File: config.mk
export PLATFORM = sky130hd
export DESIGN_NAME = remote_frame_session_guard
export DESIGN_NICKNAME = d
export VERILOG_FILES = /design/src/hw/rtl/rfsg_pkg.sv /design/src/hw/rtl/remote_frame_session_guard.sv /design/src/hw/rtl/rfsg_front.sv /design/src/hw/rtl/rfsg_queue.sv /design/src/hw/rtl/rfsg_back.sv
export SDC_FILE = /design/constraint.sdc
export NUM_CORES = 2
export LEC_CHECK = 0
export BUFFER_PORTS_ARGS = -buffer_cell sky130_fd_sc_hd__buf_2
export CORE_UTILIZATION = 50
export CTS_BUF_LIST = sky130_fd_sc_hd__clkbuf_8
export DETAILED_ROUTE_END_ITERATION = 8
export PLACE_DENSITY = 0.81
export SLEW_MARGIN = 30
export SYNTH_ARGS = -nofsm -noshare
export SYNTH_HDL_FRONTEND = slang
export SYNTH_SLANG_ARGS = --single-unit
File: constraint.sdc
create_clock -name clk -period 23.9 [get_ports clk]
set_clock_uncertainty 0.05 [all_clocks]
set_input_delay 2.39 -clock clk [delete_from_list [all_inputs] [get_ports clk]]
set_output_delay 2.39 -clock clk [all_outputs]
set_load 0.005 [all_outputs]
File: src/hw/rtl/rfsg_pkg.sv
package rfsg_pkg;

	localparam int FRAME_BYTES  = 22;
	localparam int BUTTON_COUNT = 16;
	localparam int AXIS_COUNT   = 6;
	localparam int COUNT_WIDTH  = 16;
	localparam int QUEUE_DEPTH  = 2;

	localparam logic [7:0] INPUT_TYPE       = 8'h01;
	localparam logic [1:0] FLAG_ACTIVE      = 2'b01;
	localparam logic [1:0] FLAG_LOW_LATENCY = 2'b10;

	typedef enum logic [1:0] {
		REQ_OPEN  = 2'd0,
		REQ_BYTE  = 2'd1,
		REQ_TICK  = 2'd2,
		REQ_CLOSE = 2'd3
	} req_t;

	typedef enum logic [1:0] {
		KIND_STATUS = 2'd0,
		KIND_AXIS   = 2'd1,
		KIND_PRESS  = 2'd2,
		KIND_CLEAR  = 2'd3
	} kind_t;

	localparam logic [2:0] ST_OK       = 3'd0;
	localparam logic [2:0] ST_INVALID  = 3'd1;
	localparam logic [2:0] ST_GAMEPAD  = 3'd2;
	localparam logic [2:0] ST_LOCKED   = 3'd3;
	localparam logic [2:0] ST_PORTAL   = 3'd4;
	localparam logic [2:0] ST_INTERNAL = 3'd5;

	localparam logic [1:0] CFG_LEASE   = 2'd0;
	localparam logic [1:0] CFG_ACK     = 2'd1;
	localparam logic [1:0] CFG_LIMIT   = 2'd2;
	localparam logic [1:0] CFG_VERSION = 2'd3;

	// one unit of work for the result sequencer
	typedef struct packed {
		logic                                    frame_ok;
		logic                                    has_status;
		logic                                    has_clear;
		logic                                    ack;
		logic                                    close;
		logic [2:0]                              code;
		logic [1:0]                              flags;
		logic [31:0]                             seq;
		logic [31:0]                             stream;
		logic [15:0]                             held;
		logic [AXIS_COUNT-1:0][15:0]             axes;
		logic [BUTTON_COUNT-1:0][COUNT_WIDTH-1:0] counts;
	} job_t;

endpackage

File: src/hw/rtl/remote_frame_session_guard.sv
// flow: an item is classified in the cycle it is taken; its job is registered in the
// job queue and each result in the output register; one input transfer per cycle while
// the two-entry job queue has room; results leave one per cycle while the sink is ready,
// up to 23 for a good frame (6 axes, 16 buttons, ack)
// reset: asynchronous active low, clears the session, counters and registers to defaults
module remote_frame_session_guard (
	input  logic         clk,
	input  logic         arst_n,
	input  logic         cfg_we,
	input  logic [1:0]   cfg_index,
	input  logic [15:0]  cfg_data,
	input  logic         s_tvalid,
	output logic         s_tready,
	// socket_id, now_ms, portal_active, gamepad_connected, data_byte, transport_ok
	input  logic [55:0]  s_tdata,
	// req_type
	input  logic [1:0]   s_tuser,
	// byte_last
	input  logic         s_tlast,
	output logic         m_tvalid,
	input  logic         m_tready,
	// status_code, status_flags, ack_sequence, held mask, session number,
	// element_index, axis_value, press counter, close_socket
	output logic [127:0] m_tdata,
	// result_kind
	output logic [1:0]   m_tuser,
	// last_result
	output logic         m_tlast
);

	logic           acc, push, full, pop, qvalid;
	rfsg_pkg::job_t job, head;

	// input transfer
	assign acc      = s_tvalid && s_tready;
	assign s_tready = !full;

	rfsg_front u_front (
		.clk               (clk),
		.arst_n            (arst_n),
		.cfg_we            (cfg_we),
		.cfg_index         (cfg_index),
		.cfg_data          (cfg_data),
		.acc               (acc),
		.req_type          (s_tuser),
		.socket_id         (s_tdata[7:0]),
		.now_ms            (s_tdata[39:8]),
		.portal_active     (s_tdata[40]),
		.gamepad_connected (s_tdata[41]),
		.data_byte         (s_tdata[49:42]),
		.byte_last         (s_tlast),
		.transport_ok      (s_tdata[50]),
		.push              (push),
		.job               (job)
	);

	// decouples classification from result sequencing
	rfsg_queue u_queue (
		.clk    (clk),
		.arst_n (arst_n),
		.push   (push),
		.wdata  (job),
		.full   (full),
		.pop    (pop),
		.valid  (qvalid),
		.head   (head)
	);

	rfsg_back u_back (
		.clk      (clk),
		.arst_n   (arst_n),
		.valid    (qvalid),
		.head     (head),
		.pop      (pop),
		.m_tvalid (m_tvalid),
		.m_tready (m_tready),
		.m_tdata  (m_tdata),
		.m_tuser  (m_tuser),
		.m_tlast  (m_tlast)
	);

	// no job may be written into a full queue
	a_no_overflow: assert property (@(posedge clk) disable iff (!arst_n) !(push && full))
		else $error("job queue overflow");

	// popping needs a job
	a_no_underflow: assert property (@(posedge clk) disable iff (!arst_n) pop |-> qvalid)
		else $error("job queue underflow");

	// axis results only carry valid axis indices
	a_axis_index: assert property (@(posedge clk) disable iff (!arst_n)
		(m_tvalid && m_tuser == rfsg_pkg::KIND_AXIS) |->
		(m_tdata[88:85] < 4'(rfsg_pkg::AXIS_COUNT)))
		else $error("axis index out of range");

	// an ok status never drops the connection
	a_ok_keeps: assert property (@(posedge clk) disable iff (!arst_n)
		(m_tvalid && m_tuser == rfsg_pkg::KIND_STATUS && m_tdata[2:0] == rfsg_pkg::ST_OK)
		|-> !m_tdata[121])
		else $error("ok status with close");

endmodule

File: src/hw/rtl/rfsg_front.sv
module rfsg_front (
	input  logic                clk,
	input  logic                arst_n,
	input  logic                cfg_we,
	input  logic [1:0]          cfg_index,
	input  logic [15:0]         cfg_data,
	input  logic                acc,
	input  logic [1:0]          req_type,
	input  logic [7:0]          socket_id,
	input  logic [31:0]         now_ms,
	input  logic                portal_active,
	input  logic                gamepad_connected,
	input  logic [7:0]          data_byte,
	input  logic                byte_last,
	input  logic                transport_ok,
	output logic                push,
	output rfsg_pkg::job_t      job
);

	logic [15:0] lease_timeout_q, ack_interval_q;
	logic [14:0] axis_limit_q;
	logic [7:0]  version_q;

	logic        owner_valid_q, sequence_seen_q;
	logic [7:0]  owner_socket_q;
	logic [31:0] session_q, lease_time_q, ack_time_q, last_seq_q;
	logic [15:0] held_q;
	logic [4:0]  byte_count_q;
	logic [rfsg_pkg::BUTTON_COUNT-1:0][rfsg_pkg::COUNT_WIDTH-1:0] counts_q;
	logic [rfsg_pkg::FRAME_BYTES-1:0][7:0] fb_q;

	logic [rfsg_pkg::FRAME_BYTES-1:0][7:0] fb_cur;
	logic [31:0] seq, dseq, dlease, dack;
	logic [15:0] fheld, fpressed;
	logic [rfsg_pkg::AXIS_COUNT-1:0][15:0] fax;
	logic [rfsg_pkg::BUTTON_COUNT-1:0][rfsg_pkg::COUNT_WIDTH-1:0] counts_inc;
	logic        content_ok, is_owner, ack;
	logic [4:0]  len;
	logic signed [16:0] v17, lim17;
	logic [2:0]  ocode;

	// next-state controls
	logic do_clear, do_open, do_accept;
	logic [4:0] byte_count_d;

	always_comb begin
		for (int i = 0; i < rfsg_pkg::FRAME_BYTES; i++)
			fb_cur[i] = (byte_count_q == 5'(i)) ? data_byte : fb_q[i];
		seq      = {fb_cur[5], fb_cur[4], fb_cur[3], fb_cur[2]};
		fheld    = {fb_cur[7], fb_cur[6]};
		fpressed = {fb_cur[9], fb_cur[8]};
		lim17    = $signed({2'b00, axis_limit_q});
		content_ok = (fb_cur[0] == version_q) && (fb_cur[1] == rfsg_pkg::INPUT_TYPE) &&
			((fpressed & ~fheld) == 16'h0000);
		for (int i = 0; i < rfsg_pkg::AXIS_COUNT; i++) begin
			fax[i] = {fb_cur[11 + 2 * i], fb_cur[10 + 2 * i]};
			v17 = $signed({fax[i][15], fax[i]});
			if (v17 > lim17 || v17 < -lim17)
				content_ok = 1'b0;
		end
		dseq = seq - last_seq_q;
		if (sequence_seen_q && (dseq == 32'h0 || dseq[31]))
			content_ok = 1'b0;
		for (int i = 0; i < rfsg_pkg::BUTTON_COUNT; i++)
			counts_inc[i] = fpressed[i] ? counts_q[i] + 1'b1 : counts_q[i];
		dack   = now_ms - ack_time_q;
		dlease = now_ms - lease_time_q;
		ack    = (fpressed != 16'h0000) || (dack >= {16'h0000, ack_interval_q});
		is_owner = owner_valid_q && (owner_socket_q == socket_id);
		len    = (byte_count_q < 5'd31) ? byte_count_q + 5'd1 : byte_count_q;
		ocode  = portal_active ? rfsg_pkg::ST_PORTAL :
			(gamepad_connected ? rfsg_pkg::ST_GAMEPAD : rfsg_pkg::ST_OK);

		do_clear     = 1'b0;
		do_open      = 1'b0;
		do_accept    = 1'b0;
		byte_count_d = byte_count_q;
		push         = 1'b0;
		job          = '0;
		job.stream   = session_q;
		job.held     = held_q;
		job.flags    = owner_valid_q ? (rfsg_pkg::FLAG_ACTIVE | rfsg_pkg::FLAG_LOW_LATENCY) : 2'b00;

		case (rfsg_pkg::req_t'(req_type))
			rfsg_pkg::REQ_OPEN: begin
				if (ocode == rfsg_pkg::ST_OK && !owner_valid_q) begin
					do_open = 1'b1;
				end else begin
					push = 1'b1;
					job.has_status = 1'b1;
					job.close = 1'b1;
					job.code = (ocode == rfsg_pkg::ST_OK) ? rfsg_pkg::ST_LOCKED : ocode;
				end
			end
			rfsg_pkg::REQ_BYTE: begin
				byte_count_d = len;
				if (byte_last) begin
					byte_count_d = 5'd0;
					push = 1'b1;
					job.has_status = 1'b1;
					job.close = 1'b1;
					if (gamepad_connected) begin
						job.code = rfsg_pkg::ST_GAMEPAD;
						job.has_clear = is_owner;
						do_clear = is_owner;
					end else if (!is_owner) begin
						job.code = rfsg_pkg::ST_INTERNAL;
					end else if (!transport_ok || len != 5'(rfsg_pkg::FRAME_BYTES)) begin
						job.code = rfsg_pkg::ST_INVALID;
						job.has_clear = 1'b1;
						do_clear = 1'b1;
					end else if (!content_ok) begin
						job.code = rfsg_pkg::ST_INVALID;
						job.seq = seq;
						job.has_clear = 1'b1;
						do_clear = 1'b1;
					end else begin
						do_accept = 1'b1;
						job.frame_ok = 1'b1;
						job.has_status = 1'b0;
						job.close = 1'b0;
						job.code = rfsg_pkg::ST_OK;
						job.ack = ack;
						job.seq = seq;
						job.held = fheld;
						job.axes = fax;
						job.counts = counts_inc;
					end
				end
			end
			rfsg_pkg::REQ_TICK: begin
				if (owner_valid_q && (portal_active || gamepad_connected ||
					dlease > {16'h0000, lease_timeout_q})) begin
					push = 1'b1;
					job.has_clear = 1'b1;
					job.close = 1'b1;
					do_clear = 1'b1;
				end
			end
			rfsg_pkg::REQ_CLOSE: begin
				if (is_owner) begin
					push = 1'b1;
					job.has_clear = 1'b1;
					do_clear = 1'b1;
				end
			end
			default: ;
		endcase
		push = push & acc;
	end

	always_ff @(posedge clk or negedge arst_n) begin
		if (!arst_n) begin
			lease_timeout_q <= 16'd500;
			ack_interval_q  <= 16'd200;
			axis_limit_q    <= 15'd1000;
			version_q       <= 8'd1;
			owner_valid_q   <= 1'b0;
			owner_socket_q  <= '0;
			session_q       <= '0;
			lease_time_q    <= '0;
			ack_time_q      <= '0;
			last_seq_q      <= '0;
			sequence_seen_q <= 1'b0;
			held_q          <= '0;
			counts_q        <= '0;
			byte_count_q    <= '0;
		end else begin
			if (cfg_we) begin
				case (cfg_index)
					rfsg_pkg::CFG_LEASE:   lease_timeout_q <= cfg_data;
					rfsg_pkg::CFG_ACK:     ack_interval_q  <= cfg_data;
					rfsg_pkg::CFG_LIMIT:   axis_limit_q    <= cfg_data[14:0];
					rfsg_pkg::CFG_VERSION: version_q       <= cfg_data[7:0];
					default: ;
				endcase
			end
			if (acc) begin
				byte_count_q <= byte_count_d;
				if (do_clear || do_open) begin
					owner_valid_q   <= do_open;
					owner_socket_q  <= do_open ? socket_id : 8'd0;
					lease_time_q    <= do_open ? now_ms : 32'd0;
					ack_time_q      <= '0;
					last_seq_q      <= '0;
					sequence_seen_q <= 1'b0;
					held_q          <= '0;
					counts_q        <= '0;
				end
				if (do_open)
					session_q <= session_q + 32'd1;
				if (do_accept) begin
					held_q          <= fheld;
					counts_q        <= counts_inc;
					lease_time_q    <= now_ms;
					last_seq_q      <= seq;
					sequence_seen_q <= 1'b1;
					if (ack)
						ack_time_q <= now_ms;
				end
			end
		end
	end

	// frame bytes beyond the frame length are counted but dropped
	always_ff @(posedge clk) begin
		if (acc && req_type == rfsg_pkg::REQ_BYTE && byte_count_q < 5'(rfsg_pkg::FRAME_BYTES))
			fb_q[byte_count_q] <= data_byte;
	end

endmodule

File: src/hw/rtl/rfsg_queue.sv
module rfsg_queue (
	input  logic           clk,
	input  logic           arst_n,
	input  logic           push,
	input  rfsg_pkg::job_t wdata,
	output logic           full,
	input  logic           pop,
	output logic           valid,
	output rfsg_pkg::job_t head
);

	rfsg_pkg::job_t mem_q [rfsg_pkg::QUEUE_DEPTH];
	logic       wp_q, rp_q;
	logic [1:0] cnt_q;

	assign full  = (cnt_q == 2'(rfsg_pkg::QUEUE_DEPTH));
	assign valid = (cnt_q != 2'd0);
	assign head  = mem_q[rp_q];

	always_ff @(posedge clk or negedge arst_n) begin
		if (!arst_n) begin
			wp_q  <= 1'b0;
			rp_q  <= 1'b0;
			cnt_q <= '0;
		end else begin
			if (push) wp_q <= ~wp_q;
			if (pop)  rp_q <= ~rp_q;
			cnt_q <= cnt_q + 2'(push) - 2'(pop);
		end
	end

	always_ff @(posedge clk) begin
		if (push)
			mem_q[wp_q] <= wdata;
	end

endmodule

File: src/hw/rtl/rfsg_back.sv
module rfsg_back (
	input  logic           clk,
	input  logic           arst_n,
	input  logic           valid,
	input  rfsg_pkg::job_t head,
	output logic           pop,
	output logic           m_tvalid,
	input  logic           m_tready,
	output logic [127:0]   m_tdata,
	output logic [1:0]     m_tuser,
	output logic           m_tlast
);

	logic [4:0]  step_q;
	logic        adv, r_last, r_close;
	logic [1:0]  r_kind, r_flags;
	logic [2:0]  r_code;
	logic [31:0] r_seq;
	logic [15:0] r_held, r_axis, r_press;
	logic [3:0]  r_idx, bidx;
	logic        m_tvalid_q;
	logic [127:0] m_tdata_q;
	logic [1:0]   m_tuser_q;
	logic         m_tlast_q;

	always_comb begin
		r_kind  = rfsg_pkg::KIND_CLEAR;
		r_code  = rfsg_pkg::ST_OK;
		r_flags = 2'b00;
		r_seq   = 32'h0;
		r_held  = 16'h0;
		r_idx   = 4'h0;
		r_axis  = 16'h0;
		r_press = 16'h0;
		r_close = head.close;
		r_last  = 1'b1;
		bidx    = 4'(step_q - 5'(rfsg_pkg::AXIS_COUNT));
		if (head.frame_ok) begin
			r_seq  = head.seq;
			r_held = head.held;
			if (step_q < 5'(rfsg_pkg::AXIS_COUNT)) begin
				r_kind = rfsg_pkg::KIND_AXIS;
				r_idx  = step_q[3:0];
				r_axis = head.axes[step_q[2:0]];
				r_last = 1'b0;
			end else if (step_q < 5'(rfsg_pkg::AXIS_COUNT + rfsg_pkg::BUTTON_COUNT)) begin
				r_kind  = rfsg_pkg::KIND_PRESS;
				r_idx   = bidx;
				r_press = head.counts[bidx];
				r_last  = (step_q == 5'(rfsg_pkg::AXIS_COUNT + rfsg_pkg::BUTTON_COUNT - 1))
					&& !head.ack;
			end else begin
				r_kind  = rfsg_pkg::KIND_STATUS;
				r_code  = rfsg_pkg::ST_OK;
				r_flags = head.flags;
			end
		end else if (head.has_status && step_q == 5'd0) begin
			r_kind  = rfsg_pkg::KIND_STATUS;
			r_code  = head.code;
			r_flags = head.flags;
			r_seq   = head.seq;
			r_held  = head.held;
			r_last  = !head.has_clear;
		end
		adv = valid && (!m_tvalid_q || m_tready);
		pop = adv && r_last;
	end

	always_ff @(posedge clk or negedge arst_n) begin
		if (!arst_n) begin
			step_q     <= '0;
			m_tvalid_q <= 1'b0;
		end else begin
			if (adv)
				step_q <= r_last ? 5'd0 : step_q + 5'd1;
			if (adv)
				m_tvalid_q <= 1'b1;
			else if (m_tready)
				m_tvalid_q <= 1'b0;
		end
	end

	always_ff @(posedge clk) begin
		if (adv) begin
			m_tuser_q <= r_kind;
			m_tlast_q <= r_last;
			m_tdata_q <= {6'h00, r_close, r_press, r_axis, r_idx, head.stream, r_held, r_seq,
				r_flags, r_code};
		end
	end

	assign m_tvalid = m_tvalid_q;
	assign m_tdata  = m_tdata_q;
	assign m_tuser  = m_tuser_q;
	assign m_tlast  = m_tlast_q;

endmodule

### Yosys cells after proc, flatten, opt, wreduce, memory -nomap -nowiden

Memory sizes are Yosys's and may differ from the RTL's.
Index checks and enable logic that the tools add are counted.
W data, S select, Z words.

| operators by class | value |
|---|---|
| add/subtract/negate cells | 26 |
| multipliers | 0 |
| divide/modulo/power cells | 0 |
| $lt $le $gt $ge | 22 |
| eq/ne operators | 33 |
| shifts and indexed selects | 0 |
| multiplexer cells | 146 |
| bitwise gates (word level) | 8 |
| reductions and logical operators | 55 |

Operators by type and width:

| kind | number |
|---|---|
| $mux W368 | 6 |
| $mux W256 | 2 |
| $mux W32 | 15 |
| $mux W16 | 22 |
| $add A16 B1 Y16 const B | 16 |
| $mux W8 | 25 |
| $bwmux W176 | 1 |
| $lt A16 B17 Y1 | 6 |
| $gt A16 B16 Y1 | 6 |
| $sub A32 B32 Y32 | 3 |
| $bmux W16 S4 | 1 |
| $bmux W16 S3 | 1 |
| $demux W8 S5 | 1 |
| $eq A5 B4 Y1 const B | 8 |
| $mux W1 | 38 |
| $eq A5 B5 Y1 const B | 7 |
| $add A32 B1 Y32 const B | 1 |
| $ge A32 B16 Y1 | 1 |
| $gt A32 B16 Y1 | 1 |
| $logic_not A32 Y1 | 1 |
| $mux W2 | 16 |
| $eq A5 B3 Y1 const B | 4 |
| $mux W5 | 4 |
| $reduce_and A2 Y1 | 9 |
| other kinds (39) | 95 |

| word-level totals | value |
|---|---|
| flip-flop bits (word level) | 781 |
| bits in latches | 0 |
| memory bits (writable) | 884 |
| ROM bits | 0 |
| output and inout bits | 133 |
| logic and storage cells | 354 |
| memories | 1 |

Memory list:

| memory | depth | width | read ports | clocked after memory_dff | write ports | RTL line | text |
|---|---|---|---|---|---|---|---|
| u_queue.mem_q | 2 | 442 | 1 | 0 | 1 | rfsg_queue.sv:12 | `rfsg_pkg::job_t mem_q [rfsg_pkg::QUEUE_DEPTH];` |

### Logic depth before layout (Yosys ltp)

| depth | value |
|---|---|
| depth in word-level cells | 23 |
| depth in mapped cells | 27 |
| mapped depth without buffers | 27 |

### Hierarchy

Synthesis repeated with hierarchy kept, for this count alone.

| second synthesis, totals | value |
|---|---|
| cell total of the unflattened synthesis | 6882 |
| area, all modules | 86909.6 µm² |

By module, submodules not included:

| module | times used | cells an instance | area each (µm²) | seq. area each (µm²) |
|---|---|---|---|---|
| rfsg_front | 1 | 5007 | 46116.7 | 17066.4 |
| rfsg_queue | 1 | 1390 | 33236.9 | 26645.6 |
| rfsg_back | 1 | 483 | 7546.0 | 3903.7 |
| remote_frame_session_guard | 1 | 2 | 10.0 | 0.0 |

### Least setup slack after synthesis

Ideal clock, no wire load.

| path | value |
|---|---|
| path type | input -> register |
| start point | input s_tdata[12] |
| end point | memory u_queue.mem_q[0][0] in the netlist's numbering, enable pin |
| library setup time | 1.255 ns |
| arrival | 24.412 ns |
| setup slack | -1.817 ns |
| stages on the path | 21 |
| path buffers | 1 |
| path through | ha_1 -> clkbuf_1 -> a21oi_1 -> nand2_1 -> or2_2 -> a21oi_1 -> o21ai_0 -> a31oi_1 -> o21ai_0 -> xor2_1 -> ha_1 -> nand4_1 -> nor4_1 -> a211oi_1 -> a21oi_1 -> a2111o_1 -> nor4_1 -> and4_1 -> nand3b_1 -> a311o_1 -> nor2_1 |

| on the way | value |
|---|---|
| longest elaborated chain between the ends | 9 |

Ends and longest elaborated chain:

| what | RTL line | text |
|---|---|---|
| start, declared | remote_frame_session_guard.sv:15 | `input logic [55:0] s_tdata,` |
| $sub A32 B32 Y32 | rfsg_front.sv:67 | `dlease = now_ms - lease_time_q;` |
| $gt A32 B16 Y1 | rfsg_front.sv:133 | `dlease > {16'h0000, lease_timeout_q})) begin` |
| $logic_or A1 B1 Y1 | rfsg_front.sv:132 | `if (owner_valid_q && (portal_active \|\| gamepad_connected \|\|` |
| $logic_and A1 B1 Y1 | rfsg_front.sv:132 |  |
| $mux W1 | rfsg_front.sv:132 |  |
| $pmux W1 S4 | rfsg_front.sv:84 | `case (rfsg_pkg::req_t'(req_type))` |
| $and A1 B1 Y1 | rfsg_front.sv:149 | `push = push & acc;` |
| $mux W1 | rfsg_queue.sv:33 | `if (push)` |
| $mux W1 (implied by the code) | rfsg_queue.sv:34 | `mem_q[wp_q] <= wdata;` |
| end, declared | rfsg_queue.sv:12 |  |

No other way between the ends.

### Worst setup path in the final report

| path | value |
|---|---|
| start point | input s_tdata[12] |
| end point | memory u_queue.mem_q[1][336] in the netlist's numbering, enable pin |

Same word-level chain as after synthesis.

==> results.yml <==
synth:
  ys_warn_count: 0
  synth_edf_count: 1182
  async_reset_ff_share_pct: 28.88
  synth_area_leaders: "edfxtp_1 42%, dfrtp_1 14%, ha_1 4.9%, mux4_2 4.8%, nor2_1 2.8%"
  synth_mux_area_share_pct: 9.673
  synth_flop_cell: "edfxtp_1"
  yosys.area.top_type: "edfxtp_1"
  synthCells: 6756
  yosysTopAreaCellShare_pct: 42.42
  ys_ff_latch: 1662
  synth_adder_area_share_pct: 4.968
  syn_avg_cell_area_um2: 12.38
  synth-seq-area-share_pct: 56.80
  synth_top_family_by_area: "simple AND/OR/NAND/NOR gates"
  synth_xor_area_share_pct: 3.580
  ys_types: 100
  yosys.area_share.simple_pct: 11.71
  synth_compound_area_share_pct: 10.12
  syn_area_um2: 83670
drt:
  first_pass_iters: 8
  wl_mm: 220.8
  initialDrtViolationCount: 6150
  drc: 1
  viasPerCell: 6.179
  wl_per_cell_um: 23.49
  num_vias: 58080
  ant_nets: 0
worst_setup_path:
  crit_path_start_kind: "primary input"
  end_kind: "flop"
  reg2reg_slack_ns: 15.19
  worstPathArrival_ns: 10.33
  cp.required_ns: 24.49
  r2r_end: "u_front.counts_q[77]$_DFFE_PN0P_"
  reg2reg_depth: 20
  path_class: "in -> reg"
  crit_path_max_fanout: 73
  reg2reg_from: "u_front.byte_count_q[0]$_DFFE_PN0P_"
final_layout:
  n_fill_cell: 13220
  final_common_cell: "edfxtp_1"
  seqCellArea_um2: 47540
  syn_to_final_growth_pct: 10.42
  multi_input_area_um2: 33670
  drive_gt1_share_pct: 15.13
  final_util_pct: 55.81
  final_net_count: 7401
  final_cell_mix: "1182 x edfxtp_1, 621 x nor2_1, 546 x nand2_1"
run_status:
  status: "finished, violations left"
  violations: "DRC"
clock_network:
  cts_buffer_depth: 4
  cts-root-buf: "clkbuf_8"
  path_clk_slew_ns: 0.06
  hold_buffers: 0
  clock-sinks: 1662
  postCtsSetupRepairBufs: 0
  h-tree-depth: 5
  cts_buffers: 292
  cts_tree: "built"
  clk_latency_ns: 1.05
  cts_resized: 0
sta:
  rsz0062_at_grt: "no"
  min_period_over_period_pct: 40.74
  tightestPinTransition_ns: 0.9632
  hold_violations: 0
  holdWs_ns: 0.4295
  drv_slew: 0
  max_freq_mhz: 102.7
  slew_headroom_pct: 33.95
  setup_violations: 0
  period_needed_ns: 9.737
pwr:
  p_clk_share_pct: 29.9
  power_mw: 8.314
  seq_power_share_pct: 44.0
  p_leak_nw: 35.95
  p_sw_mw: 2.655
  powerDensity_nw_per_um2: 89.99
  ir_drop_mv: 0.07665
  power_frac_comb_pct: 26.1
  p_int_mw: 5.659
  swShare_pct: 31.94
floorplanning:
  die_area_um2: 169000
  start_util_pct: 50.54
  dieWidth_um: 411.1
  core_region_area_um2: 165500
  die_y_um: 411.1
  io_pins: 215
  num_rows: 149
hold_path:
  min_path_type: "reg -> reg"
  min_to: "u_queue.mem_q[1][399]$_DFFE_PP_"
  min_from: "u_front.session_q[31]$_DFFE_PN0P_"
  hold_depth: 0
global_routing:
  grt_pass1_wl_mm: 334.9
  grt_use_total_pct: 25.71
  grt_max_degree: 212
  grt-ovfl-total: 0
  grt_pass1_vias: 57490
  antenna_found_initial: 19
placement:
  io_buffers: 203
  hpwl_mm: 146.5
  gp_congestion: 0.9608
job:
  cap_viol_max_count: 0
==> worst max-delay path by stage <==
stage / start / end / slack, ns / cells past startpoint
floorplan: s_tdata[12] / u_queue.mem_q[0][0]$_DFFE_PP_ / -1.82 / 21
global placement: s_tdata[8] / u_queue.mem_q[0][347]$_DFFE_PP_ / 13.02 / 24
detailed placement: s_tdata[12] / u_queue.mem_q[1][295]$_DFFE_PP_ / 12.92 / 24
CTS: s_tdata[12] / u_queue.mem_q[1][387]$_DFFE_PP_ / 14.00 / 24
global route: s_tdata[8] / u_queue.mem_q[1][387]$_DFFE_PP_ / 13.76 / 24
finish: s_tdata[12] / u_queue.mem_q[1][336]$_DFFE_PP_ / 14.16 / 24
==> synthesized netlist by cell type, drive strengths merged (17+ instances only) <==
cell and count:
a221o 138, mux2i 218, nor3b 42, ha 325
nor3 69, o21a 40, nor4 28, edfxtp 1182
a21oi 289, o211ai 55, a21o 55, o221ai 19
nand3 143, nand2 548, clkbuf 220, o2bb2ai 21
a22o 77, inv 292, a31oi 33, mux4 178
a211oi 30, buf 134, o22ai 54, dfrtp 464
nor2b 48, nor2 623, o211a 67, nand2b 25
xnor2 209, o21ai 139, nand4 114, xor2 133
mux2 169, o2111ai 18, and2 108, and3 211
or2 17
==> cell type report <==
class	instances	share of cell area, %
multi-input cells	4453	36.45
clock buffers	327	4.871
flip-flops and latches	1662	51.45
diodes	4	0.01083
well taps	2189	2.964
repair buffers	290	2.046
clock inverters	182	1.017
inverters	292	1.194
==> power by group through the flow <==
stage	sequential (mW)	combinational (mW)	clock, mW
global placement	3.70	2.11	0
detailed placement	3.72	2.15	0
global route	3.69	2.33	2.64
floorplan	3.85	1.40	0
finish	3.66	2.17	2.48
CTS	3.66	2.16	2.52
==> state kept, by name, indices dropped and copies added (netlist names), 15 cells and up <==
signal and cells:
u_queue.mem_q 882, u_front.ack_interval_q 16, u_front.ack_time_q 32, u_front.held_q 16
u_back.m_tdata 121, u_front.counts_q 256, u_front.fb_q 176, u_front.lease_time_q 32
u_front.last_seq_q 32, u_front.axis_limit_q 15, u_front.session_q 32, u_front.lease_timeout_q 16
==> critical path: stages <==
cell and delay [ns]:
buf_2 0.14, ha_1 0.40, a21oi_1 0.23, nand2_1 0.14
or2_2 0.31, a21oi_1 0.32, o21ai_0 0.25, a31oi_1 0.31
o21ai_0 0.15, xor2_1 0.20, ha_1 0.31, nand4_1 0.15
nor4_1 0.35, a211oi_1 0.13, a21oi_1 0.32, a2111o_1 0.17
nor4_1 0.05, and4_1 0.27, nand3b_1 0.29, a311o_1 0.47
nor2_4 0.47, buf_4 0.80, buf_6 0.68, buf_4 0.80
==> routing by layer <==
layer / track usage (%) / vias up / part of all wire (%)
met5: 0 / - / 0.072
met1: 33.52 / 29020 / 39
met4: 10.66 / 26 / 3.9
met3: 6.101 / 526 / 9.1
met2: 41.25 / 2652 / 47
li1: - / 25850 / -
==> kinds of logic (layout without fill, tap and decap cells) <==
group | count (synthesis) | in the layout
other cells | 1 | 10
flops | 1662 | 1662
xor+xnor | 342 | 342
simple gates | 2037 | 2037
compound gates | 1172 | 1172
fa+ha+maj | 331 | 331
buf+inv | 646 | 1091
mux | 565 | 565
==> stage by stage <==
| step | setup TNS, ns | setup WS (ns) | instance area (µm²) | cells |
|---|---|---|---|---|
| global route | 0 | 13.76 | 92390 | 9399 |
| finish | 0 | 14.16 | 92390 | 9399 |
| floorplan | -1602.60 | -1.817 | 83690 | 6761 |
| detailed placement | 0 | 12.92 | 86760 | 8881 |
| global placement | 0 | 13.02 | 86710 | 8880 |
| CTS | 0 | 14.00 | 92200 | 9390 |
Note: power is estimated with default switching activity, not from simulation.
